$ cat config.mk
export PLATFORM = sky130hd
export DESIGN_NAME = toy_counter_stream_cipher_top_flat
export DESIGN_NICKNAME = d
export VERILOG_FILES = /design/src/rtl/tccs_pkg.sv /design/src/rtl/tccs_if.sv /design/src/rtl/tccs_csr.sv /design/src/rtl/tccs_in_reg.sv /design/src/rtl/tccs_core.sv /design/src/rtl/toy_counter_stream_cipher_top.sv /design/src/flat_wrapper.sv
export SDC_FILE = /design/constraint.sdc
export NUM_CORES = 1
export LEC_CHECK = 0
export BUFFER_PORTS_ARGS = -buffer_cell sky130_fd_sc_hd__buf_2
export CAP_MARGIN = 20
export CELL_PAD_IN_SITES_DETAIL_PLACEMENT = 0
export CELL_PAD_IN_SITES_GLOBAL_PLACEMENT = 1
export CORE_UTILIZATION = 48
export CTS_BUF_LIST = sky130_fd_sc_hd__clkbuf_4
export DETAILED_ROUTE_END_ITERATION = 6
export PLACE_DENSITY_LB_ADDON = 0.2
export SLEW_MARGIN = 25
export SYNTH_ARGS = -nofsm -noshare
export SYNTH_HDL_FRONTEND = slang
export SYNTH_SLANG_ARGS = --single-unit
$ cat constraint.sdc
create_clock -name clock -period 13 [get_ports clock]
set_clock_uncertainty 0.05 [all_clocks]
set_input_delay 3.9 -clock clock [delete_from_list [all_inputs] [get_ports clock]]
set_output_delay 3.9 -clock clock [all_outputs]
set_load 0.1 [all_outputs]
$ cat src/rtl/tccs_pkg.sv
// Package for the toy counter stream cipher: field widths, register codes,
// item and configuration types, and the per-byte keystream functions.
// No dependencies.
`timescale 1ns / 1ps
`default_nettype none

package tccs_pkg;

   localparam int unsigned BYTE_W      = 8;
   localparam int unsigned CSR_INDEX_W = 1;
   localparam int unsigned CSR_DATA_W  = 8;

   localparam logic [CSR_INDEX_W-1:0] REG_INITIAL_KEY     = 1'd0;
   localparam logic [CSR_INDEX_W-1:0] REG_INITIAL_COUNTER = 1'd1;

   localparam logic [BYTE_W-1:0] KEY_RESET = 8'd178;
   localparam logic [BYTE_W-1:0] CTR_RESET = 8'd40;

   localparam logic [BYTE_W-1:0] MASK_EVEN = 8'h55;
   localparam logic [BYTE_W-1:0] MASK_ODD  = 8'hAA;
   localparam logic [BYTE_W-1:0] MASK_ALL  = 8'hFF;

   typedef struct packed {
      logic              valid;
      logic              restart;
      logic [BYTE_W-1:0] data;
   } tccs_item_type;

   typedef struct packed {
      logic [BYTE_W-1:0] initial_key;
      logic [BYTE_W-1:0] initial_counter;
   } tccs_cfg_type;

   // bits 7..0, each XORed with bit i+1 or i+2 mod 8 of the partly updated value
   function automatic logic [BYTE_W-1:0] scramble(input logic [BYTE_W-1:0] key,
                                                  input logic [BYTE_W-1:0] ctr);
      logic [BYTE_W-1:0] v;
      logic [2:0]        p;
      v = ctr;
      for (int i = 7; i >= 0; i--) begin
         p    = key[i] ? 3'(i + 1) : 3'(i + 2);
         v[i] = v[i] ^ v[p];
      end
      return v;
   endfunction

   // x mod 9 through a reciprocal multiply, exact for all byte values
   function automatic logic [3:0] mod9(input logic [BYTE_W-1:0] x);
      logic [15:0] prod;
      logic [4:0]  q;
      logic [7:0]  q9;
      prod = 16'(x) * 16'd57;
      q    = prod[13:9];
      q9   = 8'(q) * 8'd9;
      return 4'(x - q9);
   endfunction

   function automatic logic [BYTE_W-1:0] select_mask(input logic [3:0] r);
      logic [BYTE_W-1:0] m;
      if (r < 4'd3) begin
         m = MASK_EVEN;
      end else if (r < 4'd6) begin
         m = MASK_ODD;
      end else begin
         m = MASK_ALL;
      end
      return m;
   endfunction

endpackage

`default_nettype wire

$ cat src/rtl/tccs_if.sv
// Stream interfaces for the cipher's request and response channels.
// Depends on tccs_pkg for field widths.
`timescale 1ns / 1ps
`default_nettype none

interface tccs_req_if;
   import tccs_pkg::*;
   logic              valid;
   logic              ready;
   logic [BYTE_W-1:0] data_byte;
   logic              restart;
   modport source (output valid, output data_byte, output restart, input ready);
   modport sink   (input valid, input data_byte, input restart, output ready);
endinterface

interface tccs_rsp_if;
   import tccs_pkg::*;
   logic              valid;
   logic              ready;
   logic [BYTE_W-1:0] result_byte;
   modport source (output valid, output result_byte, input ready);
   modport sink   (input valid, input result_byte, output ready);
endinterface

`default_nettype wire

$ cat src/rtl/tccs_csr.sv
// Configuration registers: initial key and initial counter.
// Depends on tccs_pkg.
`timescale 1ns / 1ps
`default_nettype none

module tccs_csr (
   input  wire logic                             clock,
   input  wire logic                             reset,
   input  wire logic                             csr_wr_en,
   input  wire logic [tccs_pkg::CSR_INDEX_W-1:0] csr_index,
   input  wire logic [tccs_pkg::CSR_DATA_W-1:0]  csr_wdata,
   output tccs_pkg::tccs_cfg_type                cfg
);
   import tccs_pkg::*;

   logic [BYTE_W-1:0] key_ff, key_in;
   logic [BYTE_W-1:0] ctr_ff, ctr_in;

   always_comb begin
      key_in = key_ff;
      ctr_in = ctr_ff;
      if (csr_wr_en) begin
         case (csr_index)
            REG_INITIAL_KEY:     key_in = csr_wdata;
            REG_INITIAL_COUNTER: ctr_in = csr_wdata;
            default: ;
         endcase
      end
   end

   always_ff @(posedge clock) begin
      if (reset) begin
         key_ff <= KEY_RESET;
         ctr_ff <= CTR_RESET;
      end else begin
         key_ff <= key_in;
         ctr_ff <= ctr_in;
      end
   end

   assign cfg.initial_key     = key_ff;
   assign cfg.initial_counter = ctr_ff;

endmodule

`default_nettype wire

$ cat src/rtl/tccs_in_reg.sv
// Input register stage: holds one accepted request item until the core takes it.
// Depends on tccs_pkg and tccs_if.
`timescale 1ns / 1ps
`default_nettype none

module tccs_in_reg (
   input  wire logic               clock,
   input  wire logic               reset,
   tccs_req_if.sink                req,
   input  wire logic               advance,
   output tccs_pkg::tccs_item_type item
);
   import tccs_pkg::*;

   logic              valid_ff, valid_in;
   logic              restart_ff, restart_in;
   logic [BYTE_W-1:0] data_ff, data_in;
   logic              take;

   assign req.ready = !valid_ff || advance;
   assign take      = req.valid && req.ready;

   always_comb begin
      valid_in   = valid_ff;
      restart_in = restart_ff;
      data_in    = data_ff;
      if (take) begin
         valid_in   = 1'b1;
         restart_in = req.restart;
         data_in    = req.data_byte;
      end else if (advance) begin
         valid_in = 1'b0;
      end
   end

   always_ff @(posedge clock) begin
      if (reset) begin
         valid_ff <= 1'b0;
      end else begin
         valid_ff <= valid_in;
      end
   end

   always_ff @(posedge clock) begin
      restart_ff <= restart_in;
      data_ff    <= data_in;
   end

   assign item.valid   = valid_ff;
   assign item.restart = restart_ff;
   assign item.data    = data_ff;

endmodule

`default_nettype wire

$ cat src/rtl/tccs_core.sv
// Cipher core: running key and counter, per-byte keystream and the result register.
// Depends on tccs_pkg and tccs_if.
`timescale 1ns / 1ps
`default_nettype none

module tccs_core (
   input  wire logic              clock,
   input  wire logic              reset,
   input  wire tccs_pkg::tccs_item_type item,
   input  wire tccs_pkg::tccs_cfg_type  cfg,
   output logic                   advance,
   tccs_rsp_if.source             rsp
);
   import tccs_pkg::*;

   logic [BYTE_W-1:0] key_ff, key_in;
   logic [BYTE_W-1:0] ctr_ff, ctr_in;
   logic              out_valid_ff, out_valid_in;
   logic [BYTE_W-1:0] out_data_ff, out_data_in;
   logic [BYTE_W-1:0] key_cur, ctr_cur, ctr_new, mask;
   logic              fire;

   assign advance = !out_valid_ff || rsp.ready;
   assign fire    = item.valid && advance;

   assign key_cur = item.restart ? cfg.initial_key     : key_ff;
   assign ctr_cur = item.restart ? cfg.initial_counter : ctr_ff;
   assign ctr_new = scramble(key_cur, ctr_cur) + 8'd1;
   assign mask    = select_mask(mod9(ctr_new));

   always_comb begin
      key_in       = key_ff;
      ctr_in       = ctr_ff;
      out_valid_in = out_valid_ff;
      out_data_in  = out_data_ff;
      if (fire) begin
         key_in       = key_cur + 8'd1;
         ctr_in       = ctr_new;
         out_valid_in = 1'b1;
         out_data_in  = item.data ^ (ctr_new & mask);
      end else if (rsp.ready) begin
         out_valid_in = 1'b0;
      end
   end

   always_ff @(posedge clock) begin
      if (reset) begin
         key_ff       <= KEY_RESET;
         ctr_ff       <= CTR_RESET;
         out_valid_ff <= 1'b0;
      end else begin
         key_ff       <= key_in;
         ctr_ff       <= ctr_in;
         out_valid_ff <= out_valid_in;
      end
   end

   always_ff @(posedge clock) begin
      out_data_ff <= out_data_in;
   end

   assign rsp.valid       = out_valid_ff;
   assign rsp.result_byte = out_data_ff;

endmodule

`default_nettype wire

$ cat src/rtl/toy_counter_stream_cipher_top.sv
// Top level of the toy counter stream cipher.
// Depends on tccs_pkg, tccs_if, tccs_csr, tccs_in_reg and tccs_core.
//
// Usage:
//   req carries one byte (data_byte) and a restart flag per item; restart
//   reloads the running key and counter from the configuration registers
//   before that byte. rsp returns one result_byte per request item, in order.
//   Encryption and decryption are the same operation.
//   csr_wr_en/csr_index/csr_wdata write initial_key (index 0) and
//   initial_counter (index 1); write only while the block is idle.
//   Path: the accepting edge loads the input register; the result register
//   then loads through the keystream logic once the core may advance (rsp
//   empty or being taken).
//   Throughput: 1 item per cycle while rsp does not stall, set by the state
//   update of the running key and counter in the core.
//   Reset: running key 178, counter 40, both configuration registers the
//   same, no items held.
//   Stall: when rsp is not taken the result holds; one more item is taken
//   into the input register, then req.ready drops until rsp moves.
`timescale 1ns / 1ps
`default_nettype none

module toy_counter_stream_cipher_top (
   input  wire logic                             clock,
   input  wire logic                             reset,
   tccs_req_if.sink                              req,
   tccs_rsp_if.source                            rsp,
   input  wire logic                             csr_wr_en,
   input  wire logic [tccs_pkg::CSR_INDEX_W-1:0] csr_index,
   input  wire logic [tccs_pkg::CSR_DATA_W-1:0]  csr_wdata
);
   import tccs_pkg::*;

   tccs_cfg_type  cfg;
   tccs_item_type item;
   logic          advance;

   tccs_csr u_csr (
      .clock     (clock),
      .reset     (reset),
      .csr_wr_en (csr_wr_en),
      .csr_index (csr_index),
      .csr_wdata (csr_wdata),
      .cfg       (cfg)
   );

   tccs_in_reg u_in_reg (
      .clock   (clock),
      .reset   (reset),
      .req     (req),
      .advance (advance),
      .item    (item)
   );

   tccs_core u_core (
      .clock   (clock),
      .reset   (reset),
      .item    (item),
      .cfg     (cfg),
      .advance (advance),
      .rsp     (rsp)
   );

endmodule

`default_nettype wire

$ cat src/flat_wrapper.sv
// flat-port wrapper written by rule: the top's interface ports become plain ports
module toy_counter_stream_cipher_top_flat import tccs_pkg::*;
  (clock, reset, csr_wr_en, csr_index, csr_wdata, req_valid, req_data_byte, req_restart, req_ready, rsp_valid, rsp_result_byte, rsp_ready);
  tccs_req_if req_i ();
  tccs_rsp_if rsp_i ();
  input  wire logic clock;
  input  wire logic reset;
  input  wire logic csr_wr_en;
  input  wire logic [tccs_pkg::CSR_INDEX_W-1:0] csr_index;
  input  wire logic [tccs_pkg::CSR_DATA_W-1:0] csr_wdata;
  input wire logic [$bits(req_i.valid)-1:0] req_valid;
  input wire logic [$bits(req_i.data_byte)-1:0] req_data_byte;
  input wire logic [$bits(req_i.restart)-1:0] req_restart;
  output wire logic [$bits(req_i.ready)-1:0] req_ready;
  output wire logic [$bits(rsp_i.valid)-1:0] rsp_valid;
  output wire logic [$bits(rsp_i.result_byte)-1:0] rsp_result_byte;
  input wire logic [$bits(rsp_i.ready)-1:0] rsp_ready;
  assign req_i.valid = req_valid;
  assign req_i.data_byte = req_data_byte;
  assign req_i.restart = req_restart;
  assign req_ready = req_i.ready;
  assign rsp_valid = rsp_i.valid;
  assign rsp_result_byte = rsp_i.result_byte;
  assign rsp_i.ready = rsp_ready;
  toy_counter_stream_cipher_top u_core (.clock(clock), .reset(reset), .req(req_i), .rsp(rsp_i), .csr_wr_en(csr_wr_en), .csr_index(csr_index), .csr_wdata(csr_wdata));
endmodule
# Word level (Yosys, flattened, before mapping)
# Index checks and enable logic that the tools add are counted.
# W data, S select, Z words.
# op_classes
n_mul,2
order_cmp,10
bitwise,11
n_reduce_logical,10
add_sub_neg,3
muxes,32
# ops
cell,n
$bmux W1 S3,8
$mux W8,3
$lt A3 B4 Y1 const B,5
$add A8 B1 Y8 const B,2
$mux W1,16
$mul A8 B6 Y14 const B,1
$and A8 B8 Y8,1
$lt A2 B4 Y1 const B,2
$xor A1 B1 Y1,8
$xor A8 B8 Y8,1
$mux W7,1
$mux W3,2
$mul A5 B4 Y4 const B,1
$lt A1 B4 Y1 const B,1
$lt A4 B2 Y1 const B,1
$lt A4 B3 Y1 const B,1
$mux W2,2
$reduce_and A2 Y1,2
$reduce_bool A2 Y1,2
$sub A4 B4 Y4,1
$logic_and A1 B1 Y1,2
$logic_not A1 Y1,2
$logic_or A1 B1 Y1,2
$not A1 Y1,1
# word_totals
ff_bits,51
out_inout_bits,10
elab_cells,77

# Longest topological paths before layout
# depth
ltp_word,35
depth_mapped,42
mapped_depth_nobuf,38

# By module
# A second synthesis with hierarchy kept.
# hier_totals
cells_unflattened,524
area_unflattened_um2,4611.9
# modules_own_cells
mod,cells_per_inst,seq_area_each_um2,area_per_inst_um2,instances
tccs_core,440,580.6,3601.0,1
tccs_csr,68,320.3,670.6,1
tccs_in_reg,16,290.3,340.3,1

# Worst setup path before layout
# Ideal clock, no wire load.
# synth_path
kind,register to register
from,register u_core.u_in_reg.restart_ff
to,"register u_core.u_core.out_data_ff[0], in the netlist u_core.u_core.rsp.result_byte[0] (data pin)"
stages_incl_launch_ff,42
path_buffers,3
period_less_slack_ns,10.109
t_arrival_ns,9.793
path_slack_ns,2.891
setup_time_ns,0.266
path_cell_list,edfxtp_1 -> buf_6 -> mux2_4 -> nor4_2 -> a21o_1 -> o211a_1 -> buf_6 -> mux2_1 -> a2111oi_2 -> nor3_1 -> a21boi_2 -> o31ai_4 -> a221oi_4 -> xnor2_1 -> ha_1 -> o211ai_1 -> xnor2_1 -> ha_1 -> [6 not listed] -> nor2b_1 -> or2_2 -> a211oi_1 -> a211oi_2 -> and2_1 -> a21o_1 -> xnor2_1 -> fa_1 -> inv_1 -> fa_1 -> or3b_2 -> nor2_1 -> o21ai_0 -> o311ai_0 -> and4b_1 -> buf_6 -> o41ai_1 -> xnor2_1
# synth_via
elab_chain_len,35
word_cells_on_any_way,44
# synth_lines
item,line_no,text
from (decl),tccs_in_reg.sv:16,"logic restart_ff, restart_in;"
from (signal assigned),tccs_in_reg.sv:45,restart_ff <= restart_in;
$mux W8,tccs_core.sv:26,assign key_cur = item.restart ? cfg.initial_key : key_ff;
$mux W1,tccs_pkg.sv:41,p = key[i] ? 3'(i + 1) : 3'(i + 2);
$bmux W1 S3,tccs_pkg.sv:42,v[i] = v[i] ^ v[p];
$mux W1 (not written as such),tccs_pkg.sv:42,
$xor A1 B1 Y1,tccs_pkg.sv:42,
$bmux W1 S3,tccs_pkg.sv:42,
$mux W1 (not written as such),tccs_pkg.sv:42,
$xor A1 B1 Y1,tccs_pkg.sv:42,
[19 not listed],--,
named net u_core.u_core.ctr_new[4],tccs_core.sv:20,"logic [BYTE_W-1:0] key_cur, ctr_cur, ctr_new, mask;"
$mul A8 B6 Y14 (*),tccs_pkg.sv:52,prod = 16'(x) * 16'd57;
$mul A5 B4 Y4 (*),tccs_pkg.sv:54,q9 = 8'(q) * 8'd9;
$sub A4 B4 Y4 (*),tccs_pkg.sv:55,return 4'(x - q9);
$lt A4 B3 Y1,tccs_pkg.sv:62,end else if (r < 4'd6) begin
$mux W7,tccs_pkg.sv:62,
$mux W8 (*),tccs_pkg.sv:60,if (r < 4'd3) begin
$and A8 B8 Y8 (*),tccs_core.sv:40,out_data_in = item.data ^ (ctr_new & mask);
$xor A8 B8 Y8 (*),tccs_core.sv:40,
to (signal assigned),tccs_core.sv:59,out_data_ff <= out_data_in;
to (decl),tccs_core.sv:19,"logic [BYTE_W-1:0] out_data_ff, out_data_in;"
# Mark *: on every way through the listed nets, which the timed path passes. The rest lies on a longest branch. The select of a mux whose other input is x is not followed.
# A chain may end at the register's enable or synchronous reset.

# Worst setup path after layout
# layout_path
from,register u_core.u_in_reg.restart_ff
to,"register u_core.u_core.out_data_ff[2], in the netlist u_core.u_core.rsp.result_byte[2] (data pin)"
# The elaborated chain is that of the path after synthesis.

==> metrics.md <==
| Metric | Value |
|---|---|
| Ratio of cells with drive above 1 in the final layout | 16.01% |
| Ys flop type | dfxtp_1 |
| Setup TNS | 0 ns |
| Most common cell in the netlist | nand2_1 |
| Rel. slew slack | 42.55% |
| Seq/Total Area, Yosys | 28.41% |
| Initial Util | 50.27% |
| Die width | 95.46 um |
| IO Pins | 33 |
| Worst-path maximum fanout | 15 |
| Reg-to-reg endpoint | u_core.u_core.rsp.result_byte[2] |
| Worst-Margin Slew | 0.8617 ns |
| Leading post-synthesis cells by cell area | dfxtp_1, edfxtp_1, ha_1, nand2_1, xnor2_1 |
| Tot GR Track Use | 22.69% |
| Core footprint | 8341 um2 |
| Synthesis-to-layout area growth | 7.699% |
| Wirelength per Cell | 16.15 um |
| CP dominant cell by count | ha_1 |
| Worst setup EP type | register |
| Reg2reg path depth | 40 |
| Setup violations, final | 0 |
| First-pass GRT wire length | 16,070 um |
| CTS Root Cell | clkbuf_4 |
| Pin count of the biggest net entering global routing | 35 |
| Top-area cell type share of the netlist area | 16.23% |
| CP startpoint kind | register |
| Avg Cell Area, Syn | 8.827 um2 |
| Clk Latency, worst-skew pair | 0.36 ns |
| Num rows | 33 |
| Crit path DAT | 11.76 ns |
| TritonCTS clock tree | built |
| Hold path cells | 2 |
| Max Buffers Root-to-Sink | 2 |
| Synthesized cell area | 4193 um2 |
| RSZ-0062 raised after global routing | false |
| Drt via density | 5.930 |
| Nets | 561 |
| Ys Warns | 0 |
| Post-Route WL | 9866 um |
| Crit Path Class | reg -> reg |
| Ys async rst share | 0% |
| Minimum clock period | 11.68 ns |
| Post-cts hold buffer count | 0 |
| Detailed Route Iter0 Violations | 182 |
| HP Class | reg -> reg |
| Max cap viols | 0 |
| H-tree levels | 2 |
| Placer Congestion | 0.8728 |
| I/O Buffers | 32 |
| Gate Count Post-Synth | 475 |
| Post-synth top cells | nand2_1, a21oi_1, dfxtp_1, nor2_1, ha_1 |
| Area leader, netlist | dfxtp_1 |
| Worst min-delay path startpoint | u_core.u_csr.ctr_ff[2] |
| Seq cells post-synth | 51 |
| Cell variety after synth | 78 |
| FF-to-FF setup slack | 1.32 ns |
| Hold Path Sink | u_core.u_csr.ctr_ff[2] |
| Req. time, crit path | 13.08 ns |
| # diodes | 0 |
| Total gr overflow | 0 |
| Die height | 95.46 um |
| Inserted Clock Buffers | 5 |
| Post-synth EDFFs | 17 |
| Area of the die | 9113 um2 |
| Run status | complete, no violations |
| Startpoint of the worst register-to-register path | u_core.u_in_reg.restart_ff |
| Final Cycle Share | 89.86% |
| TritonRoute pass-1 iters | 5 |
| Critical path's slowest cell | xnor2_1 |
| Initial antenna violation count | 0 |
| Post-route ant nets | 0 |
| DRC violation count after routing | 0 |
| Vias in the first global route | 3,299 |
| Hold Fails Final Rpt | 0 |
| Register clock-pin slew on the reported worst setup and hold paths | 0.16 ns |
| Mapped Nets | 531 |
| Slowest cell delay on critical path | 0.60 ns |
| Clock sinks | 51 |
| Via count | 3,623 |
| Max-slew violations | 0 |
| Fmax | 85.61 MHz |
| DP Wirelength | 7730 um |
[layout by cell type, fill, tap and decap left out, types with 9 or more instances in the layout]
master,count
nor2_1,34
o21ai_0,12
dfxtp_1,34
a21o_1,9
edfxtp_1,17
nand3_1,11
buf_2,32
xnor2_1,25
mux2i_1,16
nand2_1,66
a21oi_1,36
ha_1,26
inv_1,21
mux2_2,12
[worst max-delay path: cells and delay by family, from the launching register on]
family / cells / cell delay [ns]
AO/OA/AOI/OAI: 13 / 3.36
adder cells (fa/ha/maj): 7 / 2.70
AND/OR/NAND/NOR: 8 / 1.94
XOR/XNOR: 4 / 1.20
multiplexers: 3 / 1.00
buffers and inverters: 5 / 0.65
flip-flops: 1 / 0.50
[routing by layer]
metal	wire [um]	share of wire, %	track usage [%]	vias to the layer above
met3	369	3.7	1.914	12
met2	4260	43	35.54	88
met1	5086	52	33.24	1723
met4	149	1.5	6.219	0
met5	0	0	0	-
li1	-	-	-	1800
[per-stage QoR]
stage               instances  instance area (um2)  hold slack [ns]  utilization, %  worst slack (ns)
global route              611                 4516           0.4461           54.14            0.3357
floorplan                 475                 4193           0.3794               -             2.891
detailed placement        597                 4407           0.3928           52.84             1.085
CTS                       605                 4471           0.4144           53.60             1.023
finish                    611                 4516           0.4150           54.14             1.319
global placement          597                 4407           0.3914           52.84             1.370
[area by class of cell]
class	count	area (um2)
Fill cell	782	3825
Multi-Input combinational cell	385	2825
Sequential cell	51	1191
Timing Repair Buffer	40	220.2
Tap cell	105	131.4
Inverter	22	83.83
Clock buffer	5	37.54
Clock inverter	3	26.28
[kinds of logic after synthesis]
family / Yosys count / share of synthesized area (%)
XOR/XNOR: 35 / 7.669
adder cells (fa/ha/maj): 34 / 11.34
buffers and inverters: 39 / 4.208
AND/OR/NAND/NOR: 167 / 19.79
multiplexers: 33 / 8.893
AO/OA/AOI/OAI: 116 / 19.70
flip-flops: 51 / 28.41
[worst max path at each step]
| stage | to | start | slack [ns] | cells past startpoint |
|---|---|---|---|---|
| after detailed placement | u_core.u_core.rsp.result_byte[2] | u_core.u_in_reg.restart_ff | 1.09 | 38 |
| after global routing | u_core.u_core.rsp.result_byte[6] | u_core.u_in_reg.restart_ff | 0.34 | 38 |
| after CTS | u_core.u_core.rsp.result_byte[2] | u_core.u_in_reg.restart_ff | 1.02 | 38 |
| after floorplan | u_core.u_core.rsp.result_byte[0] | u_core.u_in_reg.restart_ff | 2.89 | 41 |
| after global placement | u_core.u_core.rsp.result_byte[2] | u_core.u_in_reg.restart_ff | 1.37 | 38 |
| final | u_core.u_core.rsp.result_byte[2] | u_core.u_in_reg.restart_ff | 1.32 | 40 |
[registers in the layout (all words and copies together), names as in the netlist]
name                           count
u_core.u_core.ctr_ff               8
u_core.u_csr.ctr_ff                8
u_core.u_core.rsp.result_byte      8
u_core.u_core.key_ff               8
u_core.u_in_reg.restart_ff         1
u_core.u_in_reg.valid_ff           1
u_core.u_csr.key_ff                8
u_core.u_in_reg.data_ff            8
u_core.u_core.rsp.valid            1
[timing repair]
| item | CTS | global route |
|---|---|---|
| buffers inserted | 0 | 6 |
| endpoints found under the setup margin | 0 | 3 |
| resized for setup | 0 | 0 |
Power is left out: the tool's default activity adds up to more than one toggle a clock period on the data nets, which glitch-free logic cannot reach.
